## src/rtl/assert_macros.svh

```systemverilog
// assertion macros for the depth splat rtl
// no dependencies; define ASSERT_OFF to compile the checks out
`ifndef ASSERT_MACROS_SVH
`define ASSERT_MACROS_SVH
`ifndef ASSERT_OFF
`define ASSERT_IMP(lbl, clk, rstn, ante, cons) \
    lbl: assert property (@(posedge clk) disable iff (!rstn) (ante) |-> (cons)) \
        else $error("%m: assertion failed");
`define ASSERT_NXT(lbl, clk, rstn, ante, cons) \
    lbl: assert property (@(posedge clk) disable iff (!rstn) (ante) |=> (cons)) \
        else $error("%m: assertion failed");
`else
`define ASSERT_IMP(lbl, clk, rstn, ante, cons)
`define ASSERT_NXT(lbl, clk, rstn, ante, cons)
`endif
`endif

```

## src/rtl/pcds_pkg.sv

```systemverilog
// types, constants and codes of the point cloud depth splat block
// no dependencies; used by the front, fifo, back and core rtl files of the block
package pcds_pkg;

    localparam int MAX_COLS   = 1024;
    localparam int MAX_ROWS   = 1024;
    localparam int MAX_DIM    = (MAX_COLS > MAX_ROWS) ? MAX_COLS : MAX_ROWS;
    localparam int QW         = $clog2(MAX_DIM);
    localparam int CNT_W      = $clog2(MAX_DIM + 1);
    localparam int PIX_COUNT  = MAX_COLS * MAX_ROWS;
    localparam int ADDR_W     = $clog2(PIX_COUNT);

    localparam int COORD_W    = 24;
    localparam int FOCAL_W    = 24;
    localparam int CENTER_W   = 18;
    localparam int IMG_W      = 11;
    localparam int RD_W       = 10;
    localparam int DEPTH_W    = 24;
    localparam int COLOR_W    = 8;
    localparam int OP_W       = 2;
    localparam int CFG_IDX_W  = 3;
    localparam int CFG_DATA_W = 24;

    localparam int DEN_W      = COORD_W + 7;
    localparam int LIM_W      = CNT_W + DEN_W;
    localparam int UN_W       = 50;
    localparam int SQ_W       = 2 * COORD_W;
    localparam int SQ_STEPS   = COORD_W;
    localparam int STEP_W     = $clog2(SQ_STEPS);
    localparam int CW         = (QW > RD_W) ? QW : RD_W;

    localparam int CLS_W      = 2;
    localparam int WORD_W     = CLS_W + DEPTH_W;

    // colour index: v = min(255, d*51/10000) by reciprocal multiply
    localparam int JET_SAT    = 50000;
    localparam int JET_K      = 5476083;
    localparam int JET_SHIFT  = 30;
    localparam int JET_DIV    = 10000;
    localparam int JET_MUL    = 51;
    localparam int DEP_LO_W   = 16;
    localparam int PROD_W     = 39;
    localparam int JET_W      = 22;

    localparam int FIFO_DEPTH = 2;
    localparam int FIFO_AW    = $clog2(FIFO_DEPTH);

    typedef enum logic [OP_W-1:0] {
        OP_CLEAR  = 2'd0,
        OP_OBST   = 2'd1,
        OP_GROUND = 2'd2,
        OP_READ   = 2'd3
    } op_t;

    typedef enum logic [CLS_W-1:0] {
        CLS_EMPTY  = 2'd0,
        CLS_OBST   = 2'd1,
        CLS_GROUND = 2'd2
    } cls_t;

    typedef enum logic [CFG_IDX_W-1:0] {
        CFG_FOCAL_X    = 3'd0,
        CFG_FOCAL_Y    = 3'd1,
        CFG_CENTER_X   = 3'd2,
        CFG_CENTER_Y   = 3'd3,
        CFG_IMAGE_COLS = 3'd4,
        CFG_IMAGE_ROWS = 3'd5
    } cfg_idx_t;

    typedef struct packed {
        logic [FOCAL_W-1:0]  fx;
        logic [FOCAL_W-1:0]  fy;
        logic [CENTER_W-1:0] cx;
        logic [CENTER_W-1:0] cy;
        logic [CNT_W-1:0]    cols;
        logic [CNT_W-1:0]    rows;
    } cfg_t;

    typedef struct packed {
        op_t                op;
        logic [CW-1:0]      col;
        logic [CW-1:0]      row;
        logic [DEPTH_W-1:0] range;
    } item_t;

    typedef enum logic [2:0] {
        F_IDLE, F_MUL, F_SUM, F_CHK, F_ITER, F_PUSH
    } fstate_t;

    typedef enum logic [2:0] {
        B_CLEAR, B_IDLE, B_SPRD, B_SPWR, B_RDADDR, B_RDMUL, B_RDDIV
    } bstate_t;

endpackage

```

## src/rtl/pcds_fifo.sv

```systemverilog
// two entry queue between front end and back end
// depends on pcds_pkg
module pcds_fifo (
    input  logic            clk,
    input  logic            rst_n,
    input  logic            push,
    input  pcds_pkg::item_t push_item,
    output logic            full,
    input  logic            pop,
    output pcds_pkg::item_t head,
    output logic            empty
);
    import pcds_pkg::*;

    item_t              mem_reg [FIFO_DEPTH];
    logic [FIFO_AW-1:0] wr_ptr_reg, rd_ptr_reg;
    logic [FIFO_AW:0]   count_reg, count_next;

    assign full  = (count_reg == (FIFO_AW+1)'(FIFO_DEPTH));
    assign empty = (count_reg == '0);
    assign head  = mem_reg[rd_ptr_reg];

    always_comb
    begin
        count_next = count_reg;
        case ({push, pop})
            2'b10:   count_next = count_reg + 1'b1;
            2'b01:   count_next = count_reg - 1'b1;
            default: count_next = count_reg;
        endcase
    end

    always_ff @(posedge clk or negedge rst_n)
    begin
        if (!rst_n)
        begin
            wr_ptr_reg <= '0;
            rd_ptr_reg <= '0;
            count_reg  <= '0;
        end
        else
        begin
            count_reg <= count_next;
            if (push)
            begin
                wr_ptr_reg <= wr_ptr_reg + 1'b1;
            end
            if (pop)
            begin
                rd_ptr_reg <= rd_ptr_reg + 1'b1;
            end
        end
    end

    always_ff @(posedge clk)
    begin
        if (push)
        begin
            mem_reg[wr_ptr_reg] <= push_item;
        end
    end
endmodule

```

## config.mk

```make
export PLATFORM = sky130hd
export DESIGN_NAME = pcds_fifo
export DESIGN_NICKNAME = d
export VERILOG_FILES = /design/src/rtl/assert_macros.svh /design/src/rtl/pcds_pkg.sv /design/src/rtl/pcds_fifo.sv
export SDC_FILE = /design/constraint.sdc
export NUM_CORES = 1
export LEC_CHECK = 0
export ABC_AREA = 1
export BUFFER_PORTS_ARGS = -buffer_cell sky130_fd_sc_hd__buf_2
export CORE_UTILIZATION = 50
export DETAILED_ROUTE_END_ITERATION = 10
export PLACE_DENSITY = 0.84
export SLEW_MARGIN = 40
export SYNTH_ARGS = -nofsm -noshare
export SYNTH_HDL_FRONTEND = slang
export SYNTH_SLANG_ARGS = --single-unit
```

## constraint.sdc

```tcl
create_clock -name clk -period 3.3 [get_ports clk]
set_input_delay 0.33 -clock clk [delete_from_list [all_inputs] [get_ports clk]]
set_output_delay 0.33 -clock clk [all_outputs]
set_load 0.01 [all_outputs]
```

==> metrics.csv <==
stage,metric,value,unit
worst_setup_path,peak fanout along the critical path,43,
worst_setup_path,startpoint type of the worst setup path,register,
timing,unrepaired setup endpoints after global routing,no,
yosys,Async SR Flop Fraction,4.17,%
yosys,post-synthesis instance area,3630,um2
route,iteration count of the initial detailed-routing pass,4,
yosys,prevailing post-synth register cell,sky130_fd_sc_hd__edfxtp_1,
yosys,count of mapped cells out of synthesis,264,
route,DRT antenna net count,0,
worst_setup_path,cells traversed along the worst timing path,buf_4 > nand2_1 > o21ai_1 > buf_2,
route,Avg Vias per Cell,4.60,
timing,"Worst Setup Slack, final",1.07,ns
grt,pin count of the biggest net entering global routing,47,
cells_and_area,layout net count,417,
yosys,"Avg Cell Area, Syn",13.8,um2
worst_setup_path,Critical Path RT,2.97,ns
worst_setup_path,Worst Path Arrival,1.90,ns
timing,Rel. slew slack,58.3,%
grt,all-layer global routing usage,16.8,%
yosys,"EDFF count, synth",92,
yosys,number of synthesized register bits,96,
route,Max Used Layer,met4,
floorplan,die boundary width,87.2,um
timing,fmax,0.448,GHz
floorplan,starting density of the core,52.6,%
outcome,outcome,"finished, final reports clean",
floorplan,Die Ht,87.2,um
grt,via count of the first global-routing pass,2169,
worst_setup_path,largest stage delay on the critical path,0.78,ns
cts,maximum buffer depth of the clock tree,2,
timing,portion of the clock cycle consumed by the worst path in the final layout,67.7,%
placed_design,DP Wirelength,4180,um
cts,latest clock arrival within the worst-skew pair,0.35,ns
grt,"Remaining Overflow, GRT",0,
cts,cell at the root of the clock tree,sky130_fd_sc_hd__clkbuf_8,
cts,CTS H-Tree Depth,3,
power,total power draw,3.51,mW
timing,fin crit period,2.23,ns
timing,Worst-Margin Slew,0.625,ns
worst_setup_path,CP Capture Type,output pin,
timing,sum of negative setup slack,0,ns
floorplan,Core Footprint,6910,um2
power,clock network fraction of total power,21.1,%
power,power spent charging and discharging nets,1.16,mW
cells_and_area,area grow syn2layout,20.7,%
route,first-iteration detailed-routing DRC count,93,
cts,# resized after CTS,0,
worst_setup_path,"Max stage delay cell, worst path",sky130_fd_sc_hd__dfrtp_2,
power,Comb power frac,28.8,%
route,via count,2149,
placed_design,Buffers on Ports,97,
grt,number of antenna violations at the first check in global routing,0,
power,worst-case vdd ir drop,463,uV
route,detailed-routed wire length on met3,282,um
route,DRT Wirelength,6120,um
hold_path,worst hold-check path type,input pin to register,
cells_and_area,Largest register FFs,92,
route,# DRC,0,
yosys,synth warn,0,
power,cell internal pwr,2.35,mW
placed_design,gp weighted congestion,0.723,
route,wire length on met2,3250,um
cts,Clock Sink Count,96,
yosys,share of synthesized area occupied by flip-flops and latches,78.8,%
cells_and_area,Finished Layout Cells,467,
run,max_cap viols,0,
power,switching part of the total,33.0,%
floorplan,number of standard-cell rows in the floorplan,30,
worst_setup_path,kind of cell adding the most delay to the critical path,flip-flops,
cells_and_area,number of inserted filler cells in the final layout,575,
timing,hold violation count in the final report,0,
cells_and_area,layout cell share with drive strength beyond 1,31.8,%
route,metal1 wirelength,2450,um
floorplan,number of top-level design ports,98,
floorplan,Die Footprint,7610,um2
yosys,net count of the mapped netlist,315,
power,leakage power,1.90,nW
placed_design,post-place setup slack,1.39,ns
power,Seq pwr share,50.1,%
worst_setup_path,Worst Setup Path Type,register to output pin,
timing,Final Slew Violations,0,
route,Avg WL per Cell,13.1,um
timing,Layout Skew,0.0122,ns
timing,count of endpoints failing setup in the final report,0,
worst_setup_path,number of buffers and inverters on the critical path,2,
cts,TritonCTS clock tree,yes,
grt,first-pass GRT wire length,9400,um
cts,"Reg clk slew, reported paths",0.09,ns
cts,number of buffers inserted during clock tree synthesis,9,
power,total power density per cell area,800,nW/um2
yosys,number of unique standard cell types used by synthesis,15,
cells_and_area,diodes inserted,0,
placed_design,placed cells,450,
-- cell usage after synthesis, types with 2 or more instances --
cell	n	area share, %
sky130_fd_sc_hd__buf_4	2	0.41
sky130_fd_sc_hd__nand2_1	51	5.3
sky130_fd_sc_hd__clkbuf_1	2	0.21
sky130_fd_sc_hd__o21ai_0	22	3.0
sky130_fd_sc_hd__edfxtp_1	92	76
sky130_fd_sc_hd__dfrtp_1	4	2.8
sky130_fd_sc_hd__xor2_1	2	0.48
sky130_fd_sc_hd__nor2_1	3	0.31
sky130_fd_sc_hd__o21ai_1	24	3.3
sky130_fd_sc_hd__inv_1	52	5.4
sky130_fd_sc_hd__buf_6	6	1.9
-- layout make-up --
cell class                 instances  area (um2)  area share (%)
clock inverter                     6        66.3            1.51
clock buffer                      10         128            2.91
tap                               96         120            2.74
timing repair buffer             101         518            11.8
multi-input combinational        106         490            11.2
sequential                        96        2860            65.3
inverter                          52         198            4.51
-- what timing repair did --
| item | 4_1_cts | 5_1_grt |
|---|---|---|
| hold endpoints to repair | 4 | 0 |
| setup buffers | 0 | 0 |
| hold buffers | 1 | 0 |
-- power by group through the flow --
stage | Combinational, mW | Clock (mW) | Sequential [mW]
after floorplan | 0.724 | 0 | 1.71
after global placement | 0.995 | 0 | 1.77
after detailed placement | 1.03 | 0 | 1.79
after CTS | 1.04 | 0.758 | 1.76
after global routing | 1.13 | 0.811 | 1.79
final | 1.01 | 0.740 | 1.76
-- cells by family after synthesis --
logic type / count (synthesis) / synth area share (%)
simple gates: 56 / 5.89
fa+ha+maj: 1 / 0.345
flops: 96 / 78.8
xor+xnor: 3 / 0.724
compound gates: 46 / 6.34
buf+inv: 62 / 7.86
-- worst paths after layout --
check                                         startpoint                        to  slack [ns]  depth (start not counted)
min in group asynchronous                          rst_n    wr_ptr_reg$_DFFE_PN0P_        0.32                          2
max in group asynchronous                          rst_n    rd_ptr_reg$_DFFE_PN0P_        2.85                          2
worst min register to register  count_reg[1]$_DFFE_PN0P_  count_reg[1]$_DFFE_PN0P_        0.55                          2
worst max register to register    wr_ptr_reg$_DFFE_PN0P_  mem_reg[0][45]$_DFFE_PP_        1.59                          2
worst min-delay path                       push_item[30]  mem_reg[1][30]$_DFFE_PP_        0.17                          1
worst max-delay path              rd_ptr_reg$_DFFE_PN0P_                  head[19]        1.07                          4
-- cells in the final DEF, fill, tap and decap left out, types with 2 or more instances in the layout --
cell type                  instances
sky130_fd_sc_hd__o21ai_1          24
sky130_fd_sc_hd__xor2_1            2
sky130_fd_sc_hd__inv_1            51
sky130_fd_sc_hd__nand2_1          51
sky130_fd_sc_hd__buf_4             3
sky130_fd_sc_hd__clkbuf_8          9
sky130_fd_sc_hd__buf_2            97
sky130_fd_sc_hd__nor2_1            2
sky130_fd_sc_hd__dfrtp_1           3
sky130_fd_sc_hd__inv_6             2
sky130_fd_sc_hd__clkinv_2          2
sky130_fd_sc_hd__o21ai_0          22
sky130_fd_sc_hd__edfxtp_1         92
-- per-stage QoR --
stage	cell area (um2)	hold slack (ns)	utilization (%)
2_1_floorplan	3630	0.0344	-
3_3_place_gp	4180	0.139	60.5
3_5_place_dp	4180	0.141	60.5
4_1_cts	4380	0.150	63.5
5_1_grt	4380	0.142	63.5
6_report	4380	0.166	63.5
-- routing by layer --
layer  global-route usage (%)  up-vias
li1                         -     1083
met1                     18.4      992
met2                     30.8       62
met3                     3.79       12
met4                     8.05        0
met5                        0        -
Power figures use the tool's default switching activity.
